$ cat config.mk
export PLATFORM = sky130hd
export DESIGN_NAME = akt_ctrl
export DESIGN_NICKNAME = d
export VERILOG_FILES = /design/src/rtl/akt_pkg.sv /design/src/rtl/akt_ctrl.sv
export SDC_FILE = /design/constraint.sdc
export NUM_CORES = 1
export LEC_CHECK = 0
export BUFFER_PORTS_ARGS = -buffer_cell sky130_fd_sc_hd__buf_4
export CAP_MARGIN = 40
export CELL_PAD_IN_SITES_DETAIL_PLACEMENT = 1
export CELL_PAD_IN_SITES_GLOBAL_PLACEMENT = 2
export CORE_MARGIN = 10
export CORE_UTILIZATION = 19
export DETAILED_ROUTE_END_ITERATION = 8
export PLACE_DENSITY_LB_ADDON = 0.1
export SETUP_SLACK_MARGIN = 0.1
export SLEW_MARGIN = 15
export SYNTH_ARGS = -nofsm -noshare
export SYNTH_HDL_FRONTEND = slang
export SYNTH_SLANG_ARGS = --single-unit
$ cat constraint.sdc
create_clock -name clk -period 1.7 [get_ports clk]
set_clock_uncertainty 0.1 [all_clocks]
set_input_delay 0.34 -clock clk [delete_from_list [all_inputs] [get_ports clk]]
set_output_delay 0.34 -clock clk [all_outputs]
set_load 0.1 [all_outputs]
$ cat src/rtl/akt_pkg.sv
package akt_pkg;

	localparam int KEY_W = 64;
	localparam int CNT_W = 7;
	localparam int REQ_W = 2;
	localparam int STS_W = 2;

	typedef enum logic [REQ_W-1:0] {
		REQ_INSERT = 2'd0,
		REQ_LOOKUP = 2'd1,
		REQ_READ   = 2'd2,
		REQ_CLEAR  = 2'd3
	} req_t;

	localparam logic [STS_W-1:0] STS_OK        = 2'd0;
	localparam logic [STS_W-1:0] STS_FULL      = 2'd1;
	localparam logic [STS_W-1:0] STS_BAD_ENTRY = 2'd2;

	// result kinds the controller asks the datapath to post
	typedef enum logic [2:0] {
		RES_OK,
		RES_FULL,
		RES_BAD,
		RES_HIT,
		RES_KEY
	} res_sel_t;

	typedef struct packed {
		logic     latch;
		logic     do_insert;
		logic     do_clear;
		logic     scan_first;
		logic     scan_next;
		logic     read_issue;
		logic     finish;
		res_sel_t res_sel;
	} akt_cmd_t;

	typedef struct packed {
		req_t req;
		logic full;
		logic bad_entry;
		logic empty;
		logic match;
		logic last;
	} akt_stat_t;

endpackage

$ cat src/rtl/akt_ctrl.sv
module akt_ctrl import akt_pkg::*; (
	input  logic      clk,
	input  logic      arst_n,
	input  logic      start,
	input  akt_stat_t stat,
	output akt_cmd_t  cmd,
	output logic      busy,
	output logic      done
);

	typedef enum logic [1:0] {
		ST_IDLE,
		ST_EXEC,
		ST_SCAN,
		ST_RDWAIT
	} state_t;

	state_t state_q;
	state_t state_d;
	logic   busy_q;
	logic   done_q;

	always_comb begin
		cmd     = '0;
		state_d = state_q;
		case (state_q)
			ST_IDLE: begin
				if (start) begin
					cmd.latch = 1'b1;
					state_d   = ST_EXEC;
				end
			end
			ST_EXEC: begin
				case (stat.req)
					REQ_INSERT: begin
						cmd.finish = 1'b1;
						if (stat.full) begin
							cmd.res_sel = RES_FULL;
						end else begin
							cmd.do_insert = 1'b1;
							cmd.res_sel   = RES_OK;
						end
						state_d = ST_IDLE;
					end
					REQ_LOOKUP: begin
						if (stat.empty) begin
							cmd.finish  = 1'b1;
							cmd.res_sel = RES_OK;
							state_d     = ST_IDLE;
						end else begin
							cmd.scan_first = 1'b1;
							state_d        = ST_SCAN;
						end
					end
					REQ_READ: begin
						if (stat.bad_entry) begin
							cmd.finish  = 1'b1;
							cmd.res_sel = RES_BAD;
							state_d     = ST_IDLE;
						end else begin
							cmd.read_issue = 1'b1;
							state_d        = ST_RDWAIT;
						end
					end
					default: begin
						cmd.do_clear = 1'b1;
						cmd.finish   = 1'b1;
						cmd.res_sel  = RES_OK;
						state_d      = ST_IDLE;
					end
				endcase
			end
			ST_SCAN: begin
				// compare the word fetched last cycle, fetch the next one on a miss that is not the last entry
				if (stat.match) begin
					cmd.finish  = 1'b1;
					cmd.res_sel = RES_HIT;
					state_d     = ST_IDLE;
				end else if (stat.last) begin
					cmd.finish  = 1'b1;
					cmd.res_sel = RES_OK;
					state_d     = ST_IDLE;
				end else begin
					cmd.scan_next = 1'b1;
				end
			end
			ST_RDWAIT: begin
				cmd.finish  = 1'b1;
				cmd.res_sel = RES_KEY;
				state_d     = ST_IDLE;
			end
			default: begin
				state_d = ST_IDLE;
			end
		endcase
	end

	always_ff @(posedge clk or negedge arst_n) begin
		if (!arst_n) begin
			state_q <= ST_IDLE;
			busy_q  <= 1'b0;
			done_q  <= 1'b0;
		end else begin
			state_q <= state_d;
			busy_q  <= (state_d != ST_IDLE);
			done_q  <= cmd.finish;
		end
	end

	assign busy = busy_q;
	assign done = done_q;

	a_accept_busy: assert property (@(posedge clk) disable iff (!arst_n)
		(start && !busy_q) |=> busy_q)
		else $error("busy not raised after accepted word");

	a_done_idle: assert property (@(posedge clk) disable iff (!arst_n)
		done_q |-> !busy_q)
		else $error("result strobe while busy");

	a_done_pulse: assert property (@(posedge clk) disable iff (!arst_n)
		done_q |=> !done_q)
		else $error("result strobe longer than one cycle");

	a_scan_lookup: assert property (@(posedge clk) disable iff (!arst_n)
		(state_q == ST_SCAN) |-> (stat.req == REQ_LOOKUP))
		else $error("scan running for a non-lookup request");

endmodule

==> results of run 1 <==
-- routing by layer --
metal	up-vias	wire length (µm)	global-route usage
li1	210	-	-
met1	210	589	0.09700
met2	18	877	0.1701
met3	2	128	0.03909
met4	0	33	0.03185
met5	-	0	0
-- final cells by class --
type,count,area [µm²],area share
sequential,4,102.6,0.1078
inverter,3,27.53,0.02891
clock buffer,3,22.52,0.02365
tap,16,20.02,0.02102
timing repair buffer,35,396.6,0.4166
multi-input combinational,31,382.9,0.4021
-- final timing paths --
kind,to,from,cells after the start
setup / recovery,cmd[5],state_q[0],3
hold / removal,state_q[0],start,3
setup reg to reg,busy,state_q[1],4
hold reg to reg,state_q[0],state_q[1],2
max in group asynchronous,state_q[1],arst_n,2
min in group asynchronous,done,arst_n,2
-- flip-flops by register name (all words and copies together), names as in the netlist --
register and count:
state_q 2, done 1, busy 1
-- cells in the final DEF, fill, tap and decap left out --
cell / count
sky130_fd_sc_hd__or2b_4: 1
sky130_fd_sc_hd__dfrtp_1: 2
sky130_fd_sc_hd__buf_4: 21
sky130_fd_sc_hd__o21ai_4: 3
sky130_fd_sc_hd__a21oi_2: 1
sky130_fd_sc_hd__clkbuf_4: 3
sky130_fd_sc_hd__a211o_1: 1
sky130_fd_sc_hd__a31o_2: 1
sky130_fd_sc_hd__ha_4: 3
sky130_fd_sc_hd__nor2_4: 4
sky130_fd_sc_hd__o31ai_1: 1
sky130_fd_sc_hd__dfrtp_2: 2
sky130_fd_sc_hd__nor4b_4: 1
sky130_fd_sc_hd__buf_8: 1
sky130_fd_sc_hd__ha_2: 1
sky130_fd_sc_hd__buf_12: 9
sky130_fd_sc_hd__a311o_1: 1
sky130_fd_sc_hd__nand3_2: 1
sky130_fd_sc_hd__dlygate4sd3_1: 1
sky130_fd_sc_hd__inv_1: 1
sky130_fd_sc_hd__nand2b_4: 3
sky130_fd_sc_hd__nand3b_1: 1
sky130_fd_sc_hd__a21oi_1: 1
sky130_fd_sc_hd__and2_4: 2
sky130_fd_sc_hd__nand2_4: 1
sky130_fd_sc_hd__inv_16: 1
sky130_fd_sc_hd__nand2_1: 2
sky130_fd_sc_hd__nor2b_4: 1
sky130_fd_sc_hd__inv_2: 1
sky130_fd_sc_hd__buf_6: 3
sky130_fd_sc_hd__nand2b_1: 1
-- metrics by stage --
stage          TNS (ns)  area, µm²
2_1_floorplan   -0.8058      461.7
3_3_place_gp    -0.4726      706.9
3_5_place_dp    -0.4972      706.9
4_1_cts         -0.2670      944.7
5_1_grt         -0.7199      952.2
6_report        -0.3058      952.2
-- kinds of logic (layout without fill, tap and decap cells) --
| group | after synthesis | in the layout | share of synthesized area |
|---|---|---|---|
| AND/OR/NAND/NOR | 18 | 18 | 0.3218 |
| AO/OA/AOI/OAI | 9 | 9 | 0.1839 |
| adder cells (fa/ha/maj) | 4 | 4 | 0.1533 |
| flip-flops | 4 | 4 | 0.3065 |
| buffers and inverters | 3 | 41 | 0.03448 |
-- critical path: stages (launching register included) --
cell and delay, ns:
sky130_fd_sc_hd__dfrtp_2 0.43, sky130_fd_sc_hd__buf_6 0.14, sky130_fd_sc_hd__nor4b_4 0.28, sky130_fd_sc_hd__buf_6 0.27
-- what timing repair did --
action | 4_1_cts | 5_1_grt
buffers inserted | 4 | 0
cloned | 0 | 0
pin swaps | 3 | 3
resized for setup | 42 | 1
hold buffers | 1 | 0
hold endpoints to repair | 4 | 0
setup endpoints to repair | 10 | 10
-- where the power goes --
group	total [mW]	switching (mW)	leakage (nW)	internal, mW
Clock	0.123	0.0441	0.0138	0.0793
Combinational	0.369	0.225	0.361	0.144
Sequential	0.115	0.00898	0.0487	0.106
==> results.md, run 1 <==
- CTS H-tree depth: 1
- Violations in the final reports: setup timing
- Mapped Nets: 52
- Total grt overflow: 0
- Startpoint Class: register
- Detailed-router iteration count before antenna repair: 2
- Area grow syn2layout: 191.6%
- Number of synthesized flops with an enable pin: 0
- Effective utilization at floorplan: 0.2095
- Detailed-route vias per instance: 4.783
- Number of register bits inferred by synthesis: 4
- Crit share post-route: 1.068
- Max cap viols: 0
- Min-Delay Path Class: in2reg
- Cell accounting for the most synthesized area: sky130_fd_sc_hd__dfrtp_1
- CP arrival: 1.38 ns
- Timing-limited maximum frequency: approximately 550 MHz
- Ys Warns: 0
- Worst-path fanout max: 6
- List of most frequent post-synthesis cells: sky130_fd_sc_hd__dfrtp_1, sky130_fd_sc_hd__ha_1, sky130_fd_sc_hd__nand2b_1, sky130_fd_sc_hd__nor2_1
- Post-detailed-route wirelength per cell: 17.70 µm
- Number of antenna violations at the first check in global routing: 0
- Clk buf depth: 2
- Placement-stage worst setup slack: -0.1744 ns
- Wire length of the first global-routing pass: between 2000 and 3000 µm
- RSZ-0062 raised after global routing: yes
- Final instance count without filler cells: slightly above 90
- Global-route usage over all layers: 0.09453
- Smallest hold slack: ~0.32 ns
- Skew-Pair Late Insertion Delay: ~0.24 ns
- Die area: 3777 µm²
- Share of cells above drive strength 1: 0.8421
- Number of sinks on the clock net: 4
- Overall power after layout: 608.1 µW
- Synth area leaders: sky130_fd_sc_hd__dfrtp_1, sky130_fd_sc_hd__ha_1, sky130_fd_sc_hd__nand2b_1, sky130_fd_sc_hd__nor2_1, sky130_fd_sc_hd__nor4b_2
- Post-Syn Area: 326.6 µm²
- Number of remaining DRC errors: 0
- Die span in x: 61.46 µm
- Final Hold Vio Count: 0
- Vias in the first global route: 529
- Max-slew violation total from the final report: 0
- Row cnt: 14
- Vias: between 400 and 500
- Total core area: between 1500 and 2000 µm²
- Layout Utilization: 0.6108
- Worst Path Required: 1.26 ns
- Final wirelength: 1628 µm
- Most used flip-flop cell after synthesis: sky130_fd_sc_hd__dfrtp_1
- Worst supply voltage drop on vdd: 0.5149 mV
- Cell count after placement: 84
- Slew margin rel.: 0.8104
- Kind of end point of the critical path: primary output
- Leakage: roughly 0.42 nW
- Tightest Pin Transition: 0.2832 ns
- Fraction of synthesis flops using an asynchronous set or reset pin: 1.000
- Post-Synthesis Mean Instance Area: 8.594 µm²
- Sequential area share after synthesis: 0.3065
- Weighted congestion at the end of routability-driven global placement: between 0.6 and 0.7
- Inserted Diodes: 0
- Final count of negative-setup-slack endpoints: 6
- Synth cell types: 19
- Worst-case setup margin in the final layout: -0.1154 ns
- Number of DRC violations after detailed-routing iteration 0: 1
- Clk Tree Root Cell: sky130_fd_sc_hd__clkbuf_4
- Top Ports: 22
- Clock buffer count from CTS: 3
- Worst Path Class, Setup: reg2out
- Shortest period the worst path allows: 1.815 ns
- Die Y-Extent: roughly 61 µm
- Number of nets in the finished design: 92
- Outcome: finished, violations left
- Clk slew on worst S/H paths: 0.04 ns
- Port Buf Inserts: 21
- Largest net degree at the start of global routing: 7
- ANT nets after route: 0
- Proportion of netlist area held by the largest area contributor: 0.3065
- Power density of the placed cells: roughly 640 nW/µm²
- Worst setup slack for register-to-register paths: around 0.36 ns
- Filler Cells Inserted: 158
- Cells after Synth: 38
- CTS tree: done
No activity file was read; power rests on OpenSTA's default activity.
==> inputs of run 2 (changes only) <==
--- a/config.mk
+++ b/config.mk
@@ -5,16 +5,17 @@
 export SDC_FILE = /design/constraint.sdc
 export NUM_CORES = 1
 export LEC_CHECK = 0
-export BUFFER_PORTS_ARGS = -buffer_cell sky130_fd_sc_hd__buf_4
+export BUFFER_PORTS_ARGS = -buffer_cell sky130_fd_sc_hd__buf_2
 export CAP_MARGIN = 40
 export CELL_PAD_IN_SITES_DETAIL_PLACEMENT = 1
 export CELL_PAD_IN_SITES_GLOBAL_PLACEMENT = 2
 export CORE_MARGIN = 10
 export CORE_UTILIZATION = 19
 export DETAILED_ROUTE_END_ITERATION = 8
+export MAX_ROUTING_LAYER = met4
 export PLACE_DENSITY_LB_ADDON = 0.1
 export SETUP_SLACK_MARGIN = 0.1
-export SLEW_MARGIN = 15
+export SLEW_MARGIN = 20
 export SYNTH_ARGS = -nofsm -noshare
 export SYNTH_HDL_FRONTEND = slang
 export SYNTH_SLANG_ARGS = --single-unit
==> results.md, run 2 (synthesis gave the netlist of run 1 again) <==
- Outcome: finished, violations left
- Violations in the final reports: setup timing
- CP arrival: between 1 and 1.5 ns
- Clock buffer count from CTS: 3
- Post-detailed-route wirelength per cell: 15.25 µm
- Startpoint Class: register
- Kind of end point of the critical path: primary output
- Final wirelength: 1449 µm
- Number of nets in the finished design: between 90 and 100
- Filler Cells Inserted: 157
- Crit share post-route: 1.071
- Hold path cells: 3
- Inserted Diodes: 0
- Top Ports: 22
- CTS tree: done
- Most common library cell in the layout ignoring fill and taps: sky130_fd_sc_hd__buf_4
- Effective utilization at floorplan: 0.2095
- Clk slew on worst S/H paths: 0.04 ns
- Min-Delay Path Class: in2reg
- Vias: 432
- Worst supply voltage drop on vdd: 0.4219 mV
- Area grow syn2layout: 198.1%
- ANT nets after route: 0
- Worst Path Required: between 1 and 1.5 ns
- Detailed-router iteration count before antenna repair: 3
- Number of antenna violations at the first check in global routing: 0
- Clk Tree Root Cell: sky130_fd_sc_hd__clkbuf_4
- Die span in x: 61.46 µm
- Max-slew violation total from the final report: 0
- Detailed-route vias per instance: 4.547
- Number of remaining DRC errors: 0
- Cells traversed along the worst timing path: buf_6, nor4b_4, buf_12
- Final Hold Vio Count: 0
- Worst-case setup margin in the final layout: -0.1207 ns
- Total grt overflow: 0
- Number of cells on the worst reg-to-reg path: 5
- Share of cells above drive strength 1: 0.8228
- CTS H-tree depth: 1
- Largest net degree at the start of global routing: 8
- Wire length of the first global-routing pass: 2256 µm
- Number of sinks on the clock net: 4
- Shortest period the worst path allows: around 1.8 ns
- Skew-Pair Late Insertion Delay: 0.24 ns
- Leakage: approximately 0.43 nW
- Timing-limited maximum frequency: 549.3 MHz
- Weighted congestion at the end of routability-driven global placement: 0.7094
- Tightest Pin Transition: 0.4993 ns
- Layout Utilization: 0.6244
- Max cap viols: 0
- Number of DRC violations after detailed-routing iteration 0: 1
- RSZ-0062 raised after global routing: yes
- Top library cells by usage in the layout, fill and taps aside: sky130_fd_sc_hd__buf_4, sky130_fd_sc_hd__buf_12, sky130_fd_sc_hd__buf_2, sky130_fd_sc_hd__nor2_4, sky130_fd_sc_hd__buf_6
- Die area: approximately 3800 µm²
- Power density of the placed cells: 621.5 nW/µm²
- Worst-path fanout max: 6
- Number of flip-flops in the largest register: 2
- Slowest CP cell: sky130_fd_sc_hd__dfrtp_2
- DP HPWL: between 1000 and 1500 µm
- Placement-stage worst setup slack: -0.2967 ns
- Port Buf Inserts: 21
- Total core area: 1559 µm²
- Die Y-Extent: 61.46 µm
- Final count of negative-setup-slack endpoints: 8
- Worst Path Class, Setup: reg2out
- Number of buffer and inverter stages on the critical path: 2
- Row cnt: 14
- Global-route usage over all layers: 0.08159
- Slew margin rel.: 0.6694
- Max incr delay on CP: roughly 0.45 ns
- Largest delay share family, worst path: flip-flops
- Largest reg by FF count: state_q
- Vias in the first global route: 486
- Logic depth of the worst setup path including buffers: 3
- Clk buf depth: 2
run 2: final timing paths:
check | from | end | slack (ns)
min reg2reg | state_q[1] | state_q[0] | 0.50
min in group asynchronous | arst_n | state_q[1] | 0.33
min | start | state_q[0] | 0.32
max | state_q[0] | cmd[5] | -0.12
max in group asynchronous | arst_n | done | 1.04
max reg2reg | state_q[0] | busy | 0.24
run 2: cell type report:
cell class | count | area, µm² | share of cell area
Timing Repair Buffer | 37 | 410.4 | 0.4216
Multi-Input combinational cell | 31 | 386.6 | 0.3972
Sequential cell | 4 | 102.6 | 0.1054
Inverter | 3 | 27.53 | 0.02828
Clock buffer | 4 | 26.28 | 0.02699
Tap cell | 16 | 20.02 | 0.02057
run 2: worst register-to-register path, stage by stage (launching register included):
cell	delay (ns)
sky130_fd_sc_hd__dfrtp_2	0.45
sky130_fd_sc_hd__buf_6	0.15
sky130_fd_sc_hd__nor4b_4	0.31
sky130_fd_sc_hd__buf_4	0.18
sky130_fd_sc_hd__buf_4	0.10
sky130_fd_sc_hd__a311o_1	0.09
run 2: repair_timing:
item / 4_1_cts / 5_1_grt
pin swaps: 2 / 2
resized for setup: 16 / 8
endpoints found under the setup margin: 10 / 10
buffers inserted: 5 / 1
hold buffers: 1 / 0
endpoints found under the hold margin: 4 / 0
run 2: layer usage:
metal | share of wire | GRT usage | wire [µm]
met5 | 0 | - | 0
met2 | 0.56 | 0.1464 | 817
met3 | 0.060 | 0.02058 | 87
met4 | 0.015 | 0.03822 | 22
met1 | 0.36 | 0.08092 | 522
run 2: power by group:
group          internal (mW)  switching, mW  leakage (nW)
clock network         0.0883         0.0432        0.0150
logic                  0.136          0.221         0.369
registers              0.106         0.0110        0.0487
run 2: stage by stage:
step | cell area [µm²] | instances | total power [mW] | setup TNS, ns | hold slack (ns)
5_1_grt | 973.4 | 95 | 0.6413 | -0.9560 | 0.3342
3_5_place_dp | 789.5 | 84 | 0.4224 | -0.5310 | 0.04815
2_1_floorplan | 461.7 | 38 | 0.3192 | -0.8058 | -0.05559
3_3_place_gp | 789.5 | 84 | 0.4197 | -0.5101 | 0.04617
6_report | 973.4 | 95 | 0.6050 | -0.5001 | 0.3211
4_1_cts | 922.1 | 94 | 0.5999 | -0.6296 | 0.3176
==> inputs of run 3 (changes only) <==
--- a/config.mk
+++ b/config.mk
@@ -15,6 +15,7 @@
 export MAX_ROUTING_LAYER = met4
 export PLACE_DENSITY_LB_ADDON = 0.1
 export SETUP_SLACK_MARGIN = 0.1
+export SKIP_CTS_REPAIR_TIMING = 1
 export SLEW_MARGIN = 20
 export SYNTH_ARGS = -nofsm -noshare
 export SYNTH_HDL_FRONTEND = slang
==> results.md, run 3 (synthesis gave the netlist of run 1 again) <==
- CTS H-tree depth: 1
- Top library cells by usage in the layout, fill and taps aside: sky130_fd_sc_hd__buf_4, sky130_fd_sc_hd__buf_12, sky130_fd_sc_hd__buf_2, sky130_fd_sc_hd__nor2_4
- Total grt overflow: 0
- Port Buf Inserts: 21
- Overall power after layout: just under 600 µW
- Die area: 3777 µm²
- Startpoint Class: register
- Largest reg by FF count: state_q
- Weighted congestion at the end of routability-driven global placement: 0.7094
- Number of sinks on the clock net: 4
- Worst-case setup margin in the final layout: -0.1154 ns
- Vias: slightly above 400
- Final Hold Vio Count: 0
- Min-Delay Path Class: in2reg
- Effective utilization at floorplan: 0.2095
- Max cap viols: 0
- First element of the critical path: state_q[0]
- Clk Tree Root Cell: sky130_fd_sc_hd__clkbuf_4
- Leakage: 0.3934 nW
- Worst-path fanout max: 6
- Worst setup slack for register-to-register paths: 0.25 ns
- Violations in the final reports: setup timing
- Skew-Pair Late Insertion Delay: between 0.2 and 0.25 ns
- Clk buf depth: 2
- Hold path cells: 3
- Number of cells on the worst reg-to-reg path: 5
- Number of nets in the finished design: 90
- Global-route usage over all layers: 0.07390
- Post-detailed-route wirelength per cell: 13.84 µm
- CTS tree: done
- Number of flip-flops in the largest register: 2
- Vias in the first global route: 446
- Smallest hold slack: 0.3215 ns
- Total core area: 1559 µm²
- Power density of the placed cells: 655.6 nW/µm²
- RSZ-0062 raised after global routing: yes
- Max incr delay on CP: approximately 0.44 ns
- Number of antenna violations at the first check in global routing: 0
- Max-slew violation total from the final report: 0
- DP HPWL: 1106 µm
- Wire length of the first global-routing pass: 2056 µm
- Slew margin rel.: 0.6708
- CP arrival: 1.38 ns
- Clk slew on worst S/H paths: 0.04 ns
- Die Y-Extent: 61.46 µm
- ANT nets after route: 0
- Outcome: finished, violations left
- Worst supply voltage drop on vdd: 0.4533 mV
- Detailed-router iteration count before antenna repair: 3
- Startpoint of the lowest-slack register-to-register path: state_q[0]
- Crit share post-route: 1.068
- Destination of the worst register-to-register timing path: busy
- Shortest period the worst path allows: 1.815 ns
- Timing-limited maximum frequency: around 550 MHz
- Worst Min Path Start: start
- Worst Setup EP: cmd[3]
- Number of remaining DRC errors: 0
- Cells traversed along the worst timing path: o31ai_1, o21ai_4, buf_12
- Number of DRC violations after detailed-routing iteration 0: 1
- Final wirelength: roughly 1300 µm
- Area grow syn2layout: 172.0%
- Detailed-route vias per instance: ~4.5
- Clock buffer count from CTS: 3
- Final count of negative-setup-slack endpoints: 7
- Tightest Pin Transition: about 0.5 ns
- Share of cells above drive strength 1: 0.7867
- Largest net degree at the start of global routing: 9
- Filler Cells Inserted: 172
- Die span in x: approximately 61 µm
- Kind of end point of the critical path: primary output
- Most common library cell in the layout ignoring fill and taps: sky130_fd_sc_hd__buf_4
- Worst Path Required: about 1.3 ns
- Worst Path Class, Setup: reg2out
- Top Ports: 22
- Row cnt: 14
- Slowest CP cell: sky130_fd_sc_hd__dfrtp_2
- Inserted Diodes: 0
[run 3: final cells by class]
type,count,area [µm²],share of cell area
Sequential cell,4,102.6,0.1155
Clock buffer,4,26.28,0.02958
Tap cell,16,20.02,0.02254
Inverter,3,27.53,0.03099
Timing Repair Buffer,33,360.3,0.4056
Multi-Input combinational cell,31,351.6,0.3958
[run 3: stage by stage]
| stage | area (µm²) | util | cells | setup TNS (ns) | setup WS, ns |
|---|---|---|---|---|---|
| after floorplan | 461.7 | - | 38 | -0.8058 | -0.2667 |
| after global placement | 789.5 | 0.5064 | 84 | -0.5101 | -0.3023 |
| after detailed placement | 789.5 | 0.5064 | 84 | -0.5310 | -0.2967 |
| after CTS | 815.8 | 0.5233 | 88 | -1.340 | -0.3030 |
| after global routing | 888.4 | 0.5698 | 91 | -0.9966 | -0.1712 |
| final | 888.4 | 0.5698 | 91 | -0.5781 | -0.1154 |
[run 3: worst max-delay path: cells and delay by family (launching register included)]
| family | cells | cell delay (ns) |
|---|---|---|
| AOI/OAI and AO/OA | 2 | 0.51 |
| DFF | 1 | 0.44 |
| buffers and inverters | 1 | 0.18 |
[run 3: worst min path at each step]
stage                 end  slack [ns]
2_1_floorplan        busy       -0.06
5_1_grt        state_q[0]        0.33
6_report       state_q[0]        0.32
3_3_place_gp         done        0.05
3_5_place_dp         done        0.05
4_1_cts        state_q[1]       -0.22
[run 3: routing by layer]
layer,track usage,vias to the layer above,share of wire
met1,0.07630,185,0.39
met5,-,-,0
met4,0.03822,0,0.017
li1,-,204,-
met2,0.1257,14,0.51
met3,0.02058,2,0.078
[run 3: where the power goes]
part,internal (mW),switching (mW)
registers,0.106,0.00936
clock network,0.0883,0.0427
logic,0.124,0.212
total,0.319,0.264
